[src/erf_pkg.sv]
package erf_pkg;

    localparam int COUNT_LIMIT = 2047;
    localparam int CNT_W = $clog2(COUNT_LIMIT + 1);
    localparam int LEN_W = 11;
    localparam int WIDE_W = (CNT_W > LEN_W) ? CNT_W : LEN_W;
    localparam int HEADER_LEN = 14;
    localparam int LEN_MAX = 2047;
    localparam int MAC_W = 48;

    localparam logic [MAC_W-1:0] MAC_RESET = 48'h5254_0012_3456;
    localparam logic [7:0] BCAST_BYTE = 8'hFF;
    localparam logic [15:0] TYPE_IPV4 = 16'h0800;
    localparam logic [15:0] TYPE_ARP = 16'h0806;

    typedef enum logic [2:0] {
        VERDICT_SHORT = 3'd0,
        VERDICT_NOT_US = 3'd1,
        VERDICT_IPV4 = 3'd2,
        VERDICT_ARP = 3'd3,
        VERDICT_OTHER = 3'd4
    } verdict_t;

endpackage

[src/erf_if.sv]
interface erf_in_if;
    logic valid;
    logic ready;
    logic [7:0] frame_byte;
    logic last_byte;

    modport source (output valid, output frame_byte, output last_byte, input ready);
    modport sink (input valid, input frame_byte, input last_byte, output ready);
endinterface

interface erf_out_if;
    logic valid;
    logic ready;
    logic [2:0] verdict;
    logic [15:0] ether_type;
    logic [10:0] payload_length;

    modport source (output valid, output verdict, output ether_type, output payload_length,
                    input ready);
    modport sink (input valid, input verdict, input ether_type, input payload_length,
                  output ready);
endinterface

interface erf_cfg_if;
    logic valid;
    logic ready;
    logic [47:0] station_mac;

    modport source (output valid, output station_mac, input ready);
    modport sink (input valid, input station_mac, output ready);
endinterface

[src/ethernet_receive_filter_top.sv]
// Ethernet receive filter.
// frames: one frame byte per transaction in wire order, last_byte set on the
//   final byte. Bytes that are not last produce nothing.
// results: one transaction per frame carrying verdict, ether_type and
//   payload_length (short frames report zero type and length).
// cfg: writes the 48-bit station MAC; always ready. Write it between frames
//   or mid-frame; each destination byte uses the value held when it is
//   processed.
// Throughput: one byte per cycle while no result holds a last byte back. An
//   accepted byte sits in the input register and is processed from there;
//   processing a last byte loads the verdict into the result register, which
//   drives the result transaction.
// Stall: while a result waits, non-last bytes keep flowing; a following
//   last byte holds in the input register until the result is taken.
// Reset: station MAC returns to 52:54:00:12:34:56, frame state clears and
//   both registers empty. The byte counter saturates at COUNT_LIMIT.
module ethernet_receive_filter_top
    import erf_pkg::*;
(
    input logic clk,
    input logic rst_n,
    erf_in_if.sink frames,
    erf_out_if.source results,
    erf_cfg_if.sink cfg
);

    logic [MAC_W-1:0] mac_reg;

    logic s1_valid_reg;
    logic [7:0] s1_byte_reg;
    logic s1_last_reg;
    logic s1_fire;

    logic [CNT_W-1:0] count_reg, count_next;
    logic st_match_reg, st_match_next;
    logic bc_match_reg, bc_match_next;
    logic [15:0] type_reg, type_next;

    logic out_valid_reg;
    verdict_t verdict_reg, verdict_next;
    logic [15:0] etype_reg, etype_next;
    logic [LEN_W-1:0] plen_reg, plen_next;

    logic [7:0] mac_byte;
    logic [WIDE_W-1:0] total_w;
    logic [WIDE_W-1:0] diff_w;

    assign cfg.ready = 1'b1;

    always_ff @(posedge clk or negedge rst_n)
    begin
        if (!rst_n)
            mac_reg <= MAC_RESET;
        else if (cfg.valid)
            mac_reg <= cfg.station_mac;
    end

    // advance unless a last byte would overwrite an untaken result
    assign s1_fire = s1_valid_reg && (!s1_last_reg || !out_valid_reg || results.ready);
    assign frames.ready = !s1_valid_reg || s1_fire;

    always_ff @(posedge clk or negedge rst_n)
    begin
        if (!rst_n)
            s1_valid_reg <= 1'b0;
        else if (frames.ready)
            s1_valid_reg <= frames.valid;
    end

    always_ff @(posedge clk)
    begin
        if (frames.ready && frames.valid)
        begin
            s1_byte_reg <= frames.frame_byte;
            s1_last_reg <= frames.last_byte;
        end
    end

    always_comb
    begin
        case (count_reg[2:0])
            3'd0: mac_byte = mac_reg[47:40];
            3'd1: mac_byte = mac_reg[39:32];
            3'd2: mac_byte = mac_reg[31:24];
            3'd3: mac_byte = mac_reg[23:16];
            3'd4: mac_byte = mac_reg[15:8];
            3'd5: mac_byte = mac_reg[7:0];
            default: mac_byte = 8'h00;
        endcase
    end

    always_comb
    begin
        st_match_next = st_match_reg;
        bc_match_next = bc_match_reg;
        type_next = type_reg;
        if (count_reg < CNT_W'(6))
        begin
            if (s1_byte_reg != mac_byte)
                st_match_next = 1'b0;
            if (s1_byte_reg != BCAST_BYTE)
                bc_match_next = 1'b0;
        end
        else if (count_reg == CNT_W'(12))
            type_next = {s1_byte_reg, type_reg[7:0]};
        else if (count_reg == CNT_W'(13))
            type_next = {type_reg[15:8], s1_byte_reg};

        if (count_reg < CNT_W'(COUNT_LIMIT))
            count_next = count_reg + CNT_W'(1);
        else
            count_next = count_reg;
    end

    assign total_w = WIDE_W'(count_next);
    assign diff_w = total_w - WIDE_W'(HEADER_LEN);

    always_comb
    begin
        if (total_w < WIDE_W'(HEADER_LEN))
        begin
            verdict_next = VERDICT_SHORT;
            etype_next = 16'h0000;
            plen_next = '0;
        end
        else
        begin
            etype_next = type_next;
            if (diff_w > WIDE_W'(LEN_MAX))
                plen_next = LEN_W'(LEN_MAX);
            else
                plen_next = diff_w[LEN_W-1:0];
            if (!st_match_next && !bc_match_next)
                verdict_next = VERDICT_NOT_US;
            else if (type_next == TYPE_IPV4)
                verdict_next = VERDICT_IPV4;
            else if (type_next == TYPE_ARP)
                verdict_next = VERDICT_ARP;
            else
                verdict_next = VERDICT_OTHER;
        end
    end

    always_ff @(posedge clk or negedge rst_n)
    begin
        if (!rst_n)
        begin
            count_reg <= '0;
            st_match_reg <= 1'b1;
            bc_match_reg <= 1'b1;
            type_reg <= 16'h0000;
        end
        else if (s1_fire)
        begin
            if (s1_last_reg)
            begin
                count_reg <= '0;
                st_match_reg <= 1'b1;
                bc_match_reg <= 1'b1;
                type_reg <= 16'h0000;
            end
            else
            begin
                count_reg <= count_next;
                st_match_reg <= st_match_next;
                bc_match_reg <= bc_match_next;
                type_reg <= type_next;
            end
        end
    end

    always_ff @(posedge clk or negedge rst_n)
    begin
        if (!rst_n)
            out_valid_reg <= 1'b0;
        else if (s1_fire && s1_last_reg)
            out_valid_reg <= 1'b1;
        else if (results.ready)
            out_valid_reg <= 1'b0;
    end

    always_ff @(posedge clk)
    begin
        if (s1_fire && s1_last_reg)
        begin
            verdict_reg <= verdict_next;
            etype_reg <= etype_next;
            plen_reg <= plen_next;
        end
    end

    assign results.valid = out_valid_reg;
    assign results.verdict = verdict_reg;
    assign results.ether_type = etype_reg;
    assign results.payload_length = plen_reg;

endmodule

[src/flat_wrapper.sv]
// flat-port wrapper written by rule: the top's interface ports become plain ports
module ethernet_receive_filter_top_flat import erf_pkg::*;
  (clk, rst_n, frames_valid, frames_frame_byte, frames_last_byte, frames_ready, results_valid, results_verdict, results_ether_type, results_payload_length, results_ready, cfg_valid, cfg_station_mac, cfg_ready);
  erf_in_if frames_i ();
  erf_out_if results_i ();
  erf_cfg_if cfg_i ();
  input logic clk;
  input logic rst_n;
  input wire logic [$bits(frames_i.valid)-1:0] frames_valid;
  input wire logic [$bits(frames_i.frame_byte)-1:0] frames_frame_byte;
  input wire logic [$bits(frames_i.last_byte)-1:0] frames_last_byte;
  output wire logic [$bits(frames_i.ready)-1:0] frames_ready;
  output wire logic [$bits(results_i.valid)-1:0] results_valid;
  output wire logic [$bits(results_i.verdict)-1:0] results_verdict;
  output wire logic [$bits(results_i.ether_type)-1:0] results_ether_type;
  output wire logic [$bits(results_i.payload_length)-1:0] results_payload_length;
  input wire logic [$bits(results_i.ready)-1:0] results_ready;
  input wire logic [$bits(cfg_i.valid)-1:0] cfg_valid;
  input wire logic [$bits(cfg_i.station_mac)-1:0] cfg_station_mac;
  output wire logic [$bits(cfg_i.ready)-1:0] cfg_ready;
  assign frames_i.valid = frames_valid;
  assign frames_i.frame_byte = frames_frame_byte;
  assign frames_i.last_byte = frames_last_byte;
  assign frames_ready = frames_i.ready;
  assign results_valid = results_i.valid;
  assign results_verdict = results_i.verdict;
  assign results_ether_type = results_i.ether_type;
  assign results_payload_length = results_i.payload_length;
  assign results_i.ready = results_ready;
  assign cfg_i.valid = cfg_valid;
  assign cfg_i.station_mac = cfg_station_mac;
  assign cfg_ready = cfg_i.ready;
  ethernet_receive_filter_top u_core (.clk(clk), .rst_n(rst_n), .frames(frames_i), .results(results_i), .cfg(cfg_i));
endmodule
[config.mk]
export PLATFORM = sky130hd
export DESIGN_NAME = ethernet_receive_filter_top_flat
export DESIGN_NICKNAME = d
export VERILOG_FILES = /design/src/erf_pkg.sv /design/src/erf_if.sv /design/src/ethernet_receive_filter_top.sv /design/src/flat_wrapper.sv
export SDC_FILE = /design/constraint.sdc
export NUM_CORES = 1
export LEC_CHECK = 0
export BUFFER_PORTS_ARGS = -buffer_cell sky130_fd_sc_hd__buf_2
export CAP_MARGIN = 5
export CORE_MARGIN = 2
export CORE_UTILIZATION = 24
export CTS_BUF_LIST = sky130_fd_sc_hd__clkbuf_4 sky130_fd_sc_hd__clkbuf_8 sky130_fd_sc_hd__clkbuf_16
export DETAILED_ROUTE_END_ITERATION = 8
export PLACE_DENSITY = 0.45
export SYNTH_ARGS = -nofsm -noshare
export SYNTH_HDL_FRONTEND = slang
export SYNTH_SLANG_ARGS = --single-unit
[constraint.sdc]
create_clock -name clk -period 3.63 [get_ports clk]
set_input_delay 0.363 -clock clk [delete_from_list [all_inputs] [get_ports clk]]
set_output_delay 0.363 -clock clk [all_outputs]
set_load 0.005 [all_outputs]
## Yosys cells after proc, flatten, opt, wreduce, memory -nomap -nowiden

Index checks and enable logic that the tools add are counted.

- Register bits after elaboration: 118
- Latch bits: 0
- Memory bits (writable): 0
- Bits in read-only memories: 0
- Input port bits: 62
- Output and inout bits: 33
- Logic and storage cells: 66
- Memories kept: 0

- Add/subtract/negate cells: 2
- $mul: 0
- Div/mod/pow operators: 0
- Magnitude comparators: 4
- Equality and inequality tests: 11
- Shift-type cells: 0
- Muxes and demuxes: 19
- Bitwise logic cells: 0
- Reduce and logical (&&, ||, !) cells: 16

Operator list:

| kind | number |
|---|---|
| 16-bit two-way mux | 3 |
| 8-bit one-hot mux with 6 select lines | 1 |
| 11-bit two-way mux | 3 |
| 16-bit by 12-bit equality test with 1-bit output (second input constant) | 2 |
| 11-bit by 4-bit equality test with 1-bit output (second input constant) | 2 |
| 11-bit by 1-bit adder with 11-bit output (second input constant) | 1 |
| 11-bit > comparator (second input constant) | 1 |
| 11-bit less-than comparator (second input constant) | 1 |
| 11-bit by 3-bit less-than comparator with 1-bit output (second input constant) | 1 |
| 11-bit by 4-bit less-than comparator with 1-bit output (second input constant) | 1 |
| 11-bit by 4-bit subtractor with 11-bit output (second input constant) | 1 |
| 1-bit two-way mux | 9 |
| 8-bit two-way mux | 1 |
| 8-bit inequality test | 1 |
| 8-bit inequality test (second input constant) | 1 |
| 3-bit by 2-bit equality test with 1-bit output (second input constant) | 2 |
| 3-bit equality test (second input constant) | 2 |
| 1-bit zero test | 5 |
| 1-bit logical AND | 4 |
| 3-bit by 1-bit equality test with 1-bit output (second input constant) | 1 |
| 3-bit zero test | 1 |
| 1-bit logical OR | 3 |
| 3-bit two-way mux | 1 |
| 3-bit OR reduction | 1 |
| other kinds (3) | 3 |

## Depth between registers and ports, before layout

Gate-level depths: netlist of the first run.

- Depth in word-level cells: 8
- Depth in mapped cells: 13

## Least setup slack after synthesis of the first run

Ideal clock, no wire load.

- Kind: reg2reg
- Start: register u_core.count_reg[0]
- End: register u_core.plen_reg[3] (netlist: u_core.results.payload_length[3]), data pin
- Library setup time: 257 ps
- Data arrival time: 2362 ps
- Data required time: 3373 ps
- Path slack: 1010 ps
- Cell stages (with the launch flop): 10
- Path buffers: 2
- Cell sequence: dfrtp_1 ha_1 nand3_1 nor4_1 mux2_2 a211oi_1 nor2b_1 buf_2 buf_2 nor2_1

- Word-level cells in the longest chain between the ends: 5
- Elaborated cells on any way between the ends: 7
- Those cells by class: add/sub: 2; order compare: 3; mux: 2

RTL lines:

| item | line | RTL |
|---|---|---|
| start: declaration | ethernet_receive_filter_top.sv:34 | `logic [CNT_W-1:0] count_reg, count_next;` |
| start signal: assignment | ethernet_receive_filter_top.sv:164 | `count_reg <= count_next;` |
| 11-bit by 1-bit adder with 11-bit output / 11-bit less-than comparator (equally long branches) | ethernet_receive_filter_top.sv:110, ethernet_receive_filter_top.sv:109 |  |
| 11-bit two-way mux * | ethernet_receive_filter_top.sv:109 | `if (count_reg < CNT_W'(COUNT_LIMIT))` |
| 11-bit by 4-bit subtractor with 11-bit output | ethernet_receive_filter_top.sv:116 | `assign diff_w = total_w - WIDE_W'(HEADER_LEN);` |
| 11-bit > comparator | ethernet_receive_filter_top.sv:129 | `if (diff_w > WIDE_W'(LEN_MAX))` |
| 11-bit two-way mux | ethernet_receive_filter_top.sv:129 |  |
| end signal: assignment | ethernet_receive_filter_top.sv:188 | `plen_reg <= plen_next;` |
| end: declaration | ethernet_receive_filter_top.sv:42 | `logic [LEN_W-1:0] plen_reg, plen_next;` |

Mark *: on every way between the ends. The rest lies on a longest branch, timed or not.
A chain may end at the register's enable or synchronous reset.

## Worst setup path in the final report of the first run

- Start: register u_core.count_reg[0]
- End: register u_core.verdict_reg[2] (netlist: u_core.results.verdict[2]), data pin

- Word-level cells in the longest chain between the ends: 8
- Elaborated cells on any way between the ends: 28
- Those cells by class: add/sub: 1; order compare: 3; eq/ne: 10; mux: 9; reduce/logical: 5

RTL lines:

| item | line | RTL |
|---|---|---|
| branches (longest 8 deep; another with 11-bit by 1-bit adder with 11-bit output) | -- |  |
| end signal: assignment | ethernet_receive_filter_top.sv:186 | `verdict_reg <= verdict_next;` |
| end: declaration | ethernet_receive_filter_top.sv:40 | `verdict_t verdict_reg, verdict_next;` |

Several ways; the timed one is not identified.

==> reports/qor.yml, run 1 <==
holdWs_ps: 128.8
clock_path_buffers: 2
portBuffers: 93
crit_path_max_fanout: 27
yosysMostFrequentCell: "dfrtp_1"
antenna_found_initial: 3
cts_tree: "yes"
crit_end: "u_core.results.verdict[2]$_SDFFCE_PP0P_"
power.share.sequential: 0.390
async_flop_share: 0.6695
first_pass_iters: 7
power_density_nw_per_um2: 542.5
fin_nets: 666
total_power_mw: 3.984
finalNonFillerCells: 936
synth_top_area_share: 0.2615
drt_wl_total_um: 15900
critical_path.startpoint: "u_core.count_reg[0]$_DFFE_PN0P_"
end_kind: "flop"
power_switching_share: 0.2405
outcome: "completed"
syn_area_per_cell_um2: 11.50
p_sw_mw: 0.9583
slew_viol_final: 0
drtIter0Drc: 295
timing.final.crit_share: 0.8799
dr_total_vias: 4505
slowest_delay_ps: 730
synthDistinctLibCells: 70
critical_path_class: "reg -> reg"
fmax_mhz: 313.1
die_h_um: 161.2
first_global_vias: 4546
rows: 57
gp_congestion: 0.9177
crit_chain: "nand2_1 -> or4_1 -> nand2_1 -> ha_1 -> o21ai_0 -> a21o_1 -> nand3_2 -> nor2b_1 -> buf_4 -> or2_1 -> a21oi_1"
dieArea_um2: 25990
rsz0062_at_grt: "no"
layout_setup_ws_ps: 436.0
hold_class: "in -> reg"
synthTopCellsByCount: "dfrtp_1, nand2_1, mux2_2"
start_util: 0.2439
r2r_slack_ps: 440
seq_area_frac_synth: 0.5343
clock_latency_ps: 410
io_pins: 95
synth_edf_count: 39
cts_buffers: 17
r2r-start: "u_core.count_reg[0]$_DFFE_PN0P_"
hold_violations: 0
grt_usage: 0.1249
syn_to_final_growth_pct: 23.81
p_comb_frac: 0.131
maxCapViolations: 0
cts_sinks: 118
ctsResizeCount: 0
dp_cells: 902
startpoint_type: "flop"
max-vdd-ir-drop_uv: 368.8
synthCells: 516
ys_warn_count: 0
slew_headroom: 0.2724
hold_buffers: 0
netlist_top_cells_area: "dfrtp_1, edfxtp_1, mux2_2"
grt_pass1_wl_um: 25480
required_ps: 3890
worst_slew_pin_slew_ps: 1091
r2r-end: "u_core.results.verdict[2]$_SDFFCE_PP0P_"
die_w_um: 161.2
fin_setup_tns_ps: 0
grt_overflow: 0
fin_worst_skew_ps: 8.792
drc: 0
syn_nets: 585
synth-seq-cells: 118
clk_pin_slew_ps: 60
cpMaxStageDelayCell: "or4_1"
synth_flop_cell: "dfrtp_1"
period_needed_ps: 3194
clockRootBuffer: "clkbuf_16"
path_common_cell: "nand2_1"
syn-cell-area_um2: 5932
setup_viol: 0
grt_max_degree: 80
place_hpwl_um: 11250
largest_reg_flops: 48
pwr-share-clk: 0.479
reg2regPathDepth: 11
internal_power_mw: 3.026
drive_above_1_share: 0.3492
cp.arrival_ps: 3450
pre_cts_slack_ps: 486.5
core_um2: 24320
detail_route.vias_per_cell: 4.813
p_leak_nw: 2.923
ant_nets: 0
synth_top_area_cell: "dfrtp_1"
h-tree-depth: 4
postCtsSetupBuffers: 0
wl_per_cell_um: 16.98
## stage by stage
step,utilization,area [um2]
6_report,0.3020,7345
5_1_grt,0.3018,7340
4_1_cts,0.3018,7340
3_5_place_dp,0.2745,6675
3_3_place_gp,0.2745,6675
2_1_floorplan,-,5932
## power groups by stage
stage	sequential, mW	combinational (mW)	clock, mW
floorplan	1.54	0.358	0
global placement	1.57	0.518	0
detailed placement	1.58	0.526	0
CTS	1.55	0.530	1.95
global route	1.57	0.581	2.00
finish	1.55	0.523	1.91
## layout by cell type (no fill, tap or decap), types with 4 or more instances in the layout
cell type / count
o21ai_0: 19
a21oi_1: 30
nand4_1: 5
edfxtp_1: 39
buf_4: 4
or4_1: 4
nand2b_1: 5
bufinv_16: 6
or2_2: 4
nor4_1: 4
and3_1: 5
ha_1: 7
clkinv_1: 5
mux2_2: 53
clkbuf_16: 17
nor2b_1: 5
and2_1: 4
a21o_1: 4
mux2i_1: 5
dfstp_2: 17
a222oi_1: 7
inv_1: 9
buf_2: 92
a22o_1: 20
o21a_1: 5
dfrtp_1: 62
nand3_1: 10
nand2_1: 61
nor3_1: 5
xnor2_1: 11
a31oi_1: 4
nor2_1: 17
## cells by family after synthesis
kind of cell | Yosys count | share of synthesized area
AND/OR/NAND/NOR | 148 | 0.1320
AO/OA/AOI/OAI | 126 | 0.1552
flip-flops | 118 | 0.5343
multiplexers | 58 | 0.1090
buffers and inverters | 44 | 0.03206
XOR/XNOR | 14 | 0.02194
adder cells (fa/ha/maj) | 7 | 0.01476
other | 1 | 0.0006322
## critical path: cells and delay by family (launching register included)
family | cells | cell delay (ps)
buffers and inverters | 1 | 220
and+or+nand+nor | 6 | 1660
AOI/OAI and AO/OA | 3 | 450
DFF | 1 | 500
adders and majority gates | 1 | 210
## worst min-delay path by stage
stage | cells after the start | from | endpoint | slack, ps
global placement | 2 | u_core.bc_match_reg$_DFFE_PN1P_ | u_core.bc_match_reg$_DFFE_PN1P_ | 480
floorplan | 0 | rst_n | u_core.count_reg[0]$_DFFE_PN0P_ | 70
finish | 1 | frames_last_byte | u_core.s1_last_reg$_DFFE_PP_ | 130
detailed placement | 1 | u_core.mac_reg[43]$_DFFE_PN0P_ | u_core.mac_reg[43]$_DFFE_PN0P_ | 490
global route | 1 | frames_last_byte | u_core.s1_last_reg$_DFFE_PP_ | 110
CTS | 1 | frames_last_byte | u_core.s1_last_reg$_DFFE_PP_ | 110
## layout make-up
class,count,area (um2)
inverter,10,37.54
timing repair buffer,96,490.5
fill,2508,16980
multi-input combinational,354,2572
antenna,2,5.005
tap,324,405.4
sequential,118,3169
clock buffer,21,461.7
clock inverter,11,202.7
## routing by layer
layer	vias up	routed length, um	track usage
met1	2227	7521	0.1700
met5	-	13	0
met4	2	166	0.03287
met2	172	7078	0.1900
li1	2089	-	-
met3	15	1116	0.04263
Note: power is estimated with default switching activity, not from simulation.
==> inputs of run 2 (changes only) <==
--- a/config.mk
+++ b/config.mk
@@ -7,11 +7,13 @@
 export LEC_CHECK = 0
 export BUFFER_PORTS_ARGS = -buffer_cell sky130_fd_sc_hd__buf_2
 export CAP_MARGIN = 5
+export CELL_PAD_IN_SITES_DETAIL_PLACEMENT = 0
+export CELL_PAD_IN_SITES_GLOBAL_PLACEMENT = 1
 export CORE_MARGIN = 2
 export CORE_UTILIZATION = 24
 export CTS_BUF_LIST = sky130_fd_sc_hd__clkbuf_4 sky130_fd_sc_hd__clkbuf_8 sky130_fd_sc_hd__clkbuf_16
 export DETAILED_ROUTE_END_ITERATION = 8
-export PLACE_DENSITY = 0.45
+export PLACE_DENSITY = 0.53
 export SYNTH_ARGS = -nofsm -noshare
 export SYNTH_HDL_FRONTEND = slang
 export SYNTH_SLANG_ARGS = --single-unit
==> run 2 against run 1 <==
  * First-iteration DRC count up 1.0%
  * Clock skew down 1.0 ps
  * Hold slack worse by 4.0 ps
  * Via count decreased by 1.3%
  * Final area is 1.3% lower
  * Global-route usage rose by 0.23 points
  * Worst setup slack better by 24 ps
  * Sequential share of layout area is 0.56 points higher
  * Sequential cell count unchanged
  * Utilization down 0.39 points
  * Critical path type unchanged
  * Largest power group unchanged
  * Highest routed layer unchanged
==> reports/qor.yml, run 2 (synthesis results as in run 1) <==
worst_slew_pin_slew_ps: 1086  # -5.430 ps
mostFrequentLayoutCells: "buf_2, dfrtp_1, nand2_1"
max-vdd-ir-drop_uv: 350.5  # -5.0%
cts_buffers: 17  # unchanged
fin_nets: 668  # +0.30%
total_power_mw: 3.662  # -8.1%
fill_cells: 2511  # +0.12%
core_um2: 24320  # unchanged
grt_usage: 0.1272  # +0.002322
dr_total_vias: 4446  # -1.3%
slew_viol_final: 0  # unchanged
fmax_mhz: 315.4  # +0.75%
outcome: "completed"
dp_cells: 904  # +0.22%
io_pins: 95  # unchanged
ant_nets: 0  # unchanged
drc: 0  # unchanged
wl_met3_um: 979  # -12%
end_kind: "flop"
wl_per_cell_um: 17.13  # +0.87%
power_density_nw_per_um2: 505.1  # -6.9%
cts_tree: "yes"
layout_commonest_cell: "buf_2"
wl_met2_um: 7194  # +1.6%
portBuffers: 93  # unchanged
fin_worst_skew_ps: 7.770  # -1.022 ps
hold_class: "in -> reg"
startpoint_type: "flop"
hold_buffers: 0  # unchanged
rsz0062_at_grt: "no"
drt_wl_total_um: 16070  # +1.1%
rows: 57  # unchanged
postLayoutCellArea_um2: 7251  # -1.3%
dieArea_um2: 25990  # unchanged
drive_above_1_share: 0.3578  # +0.008663
p_leak_nw: 2.890  # -1.1%
start_util: 0.2439  # unchanged
syn_to_final_growth_pct: 22.23
crit_path_max_fanout: 20  # -26%
fin_setup_tns_ps: 0  # unchanged
grt_pass1_wl_um: 25530  # +0.19%
maxCapViolations: 0  # unchanged
place_hpwl_um: 11450  # +1.8%
place_area_um2: 6690  # +0.23%
multiInputGateArea_um2: 2572  # unchanged
cts_sinks: 118  # unchanged
grt_max_degree: 80  # unchanged
critical_path_class: "reg -> reg"
first_pass_iters: 6  # -1
drtIter0Drc: 298  # +1.0%
period_needed_ps: 3170  # -23.85 ps
setup_viol: 0  # unchanged
grt_overflow: 0  # unchanged
wl_met1_um: 7646  # +1.7%
largest_reg_flops: 48  # unchanged
die_w_um: 161.2  # unchanged
timing.final.crit_share: 0.8733  # -0.006569
clock_path_buffers: 2  # unchanged
finalNonFillerCells: 938  # +0.21%
required_ps: 3890  # about the same
slew_headroom: 0.2760  # +0.003620
h-tree-depth: 4  # unchanged
detail_route.vias_per_cell: 4.740  # -1.5%
die_h_um: 161.2  # unchanged
antenna_found_initial: 4  # +1
seq_area_um2: 3169  # unchanged
highest_layer: "met5"
hold_violations: 0  # unchanged
clockRootBuffer: "clkbuf_16"
ctsResizeCount: 0  # unchanged
gp_congestion: 0.8673  # -5.5%
first_global_vias: 4466  # -1.8%
postCtsSetupBuffers: 0  # unchanged
clock_latency_ps: 410  # about the same
cp.arrival_ps: 3430  # -20 ps
holdWs_ps: 124.8  # -4.012 ps
clk_pin_slew_ps: 50  # about the same
## run 2: layer usage
metal / vias to the layer above / track usage
li1: 2091 / -
met1: 2188 / 0.1784
met2: 138 / 0.1883
met3: 23 / 0.03903
met4: 6 / 0.03815
met5: - / 0
## run 2: critical path, stage by stage, from the launching register on
cell     delay, ps
dfrtp_1        480
nand2_1        320
or4_1          740
nand2_1        190
ha_1           210
o21ai_0         90
a21o_1         230
nand3_2        110
nor2b_1         70
buf_4          190
or2_1          250
a21oi_1        130
## run 2: cell type report
class	instances	area share
Tap cell	324	0.05591
Clock inverter	10	0.01104
Sequential cell	118	0.4371
Clock buffer	22	0.06557
Inverter	10	0.005177
Timing Repair Buffer	98	0.06972
Antenna cell	2	0.0006903
Multi-Input combinational cell	354	0.3548
## run 2: report_power, final
group	leakage (nW)	switching, mW	internal [mW]
registers	1.34	0.0733	1.48
logic	1.27	0.298	0.231
clock network	0.279	0.590	0.989
total	2.89	0.961	2.70
## run 2: path summary, 6_finish.rpt
path	startpoint	slack, ps	depth (start not counted)	to
min reg2reg	u_core.bc_match_reg$_DFFE_PN1P_	500	2	u_core.bc_match_reg$_DFFE_PN1P_
max reg2reg	u_core.count_reg[1]$_DFFE_PN0P_	460	11	u_core.results.verdict[2]$_SDFFCE_PP0P_
min in group asynchronous	rst_n	130	1	u_core.mac_reg[3]$_DFFE_PN0P_
max in group asynchronous	rst_n	2830	1	u_core.type_reg[3]$_DFFE_PN0P_
max	u_core.count_reg[1]$_DFFE_PN0P_	460	11	u_core.results.verdict[2]$_SDFFCE_PP0P_
min	frames_frame_byte[7]	120	1	u_core.s1_byte_reg[7]$_DFFE_PP_
## run 2: through the flow
step / worst slack [ps] / util
after floorplan: 1010 / -
after global placement: 663.6 / 0.2751
after detailed placement: 522.6 / 0.2751
after CTS: 502.2 / 0.2979
after global routing: 240.3 / 0.2980
final: 459.8 / 0.2981
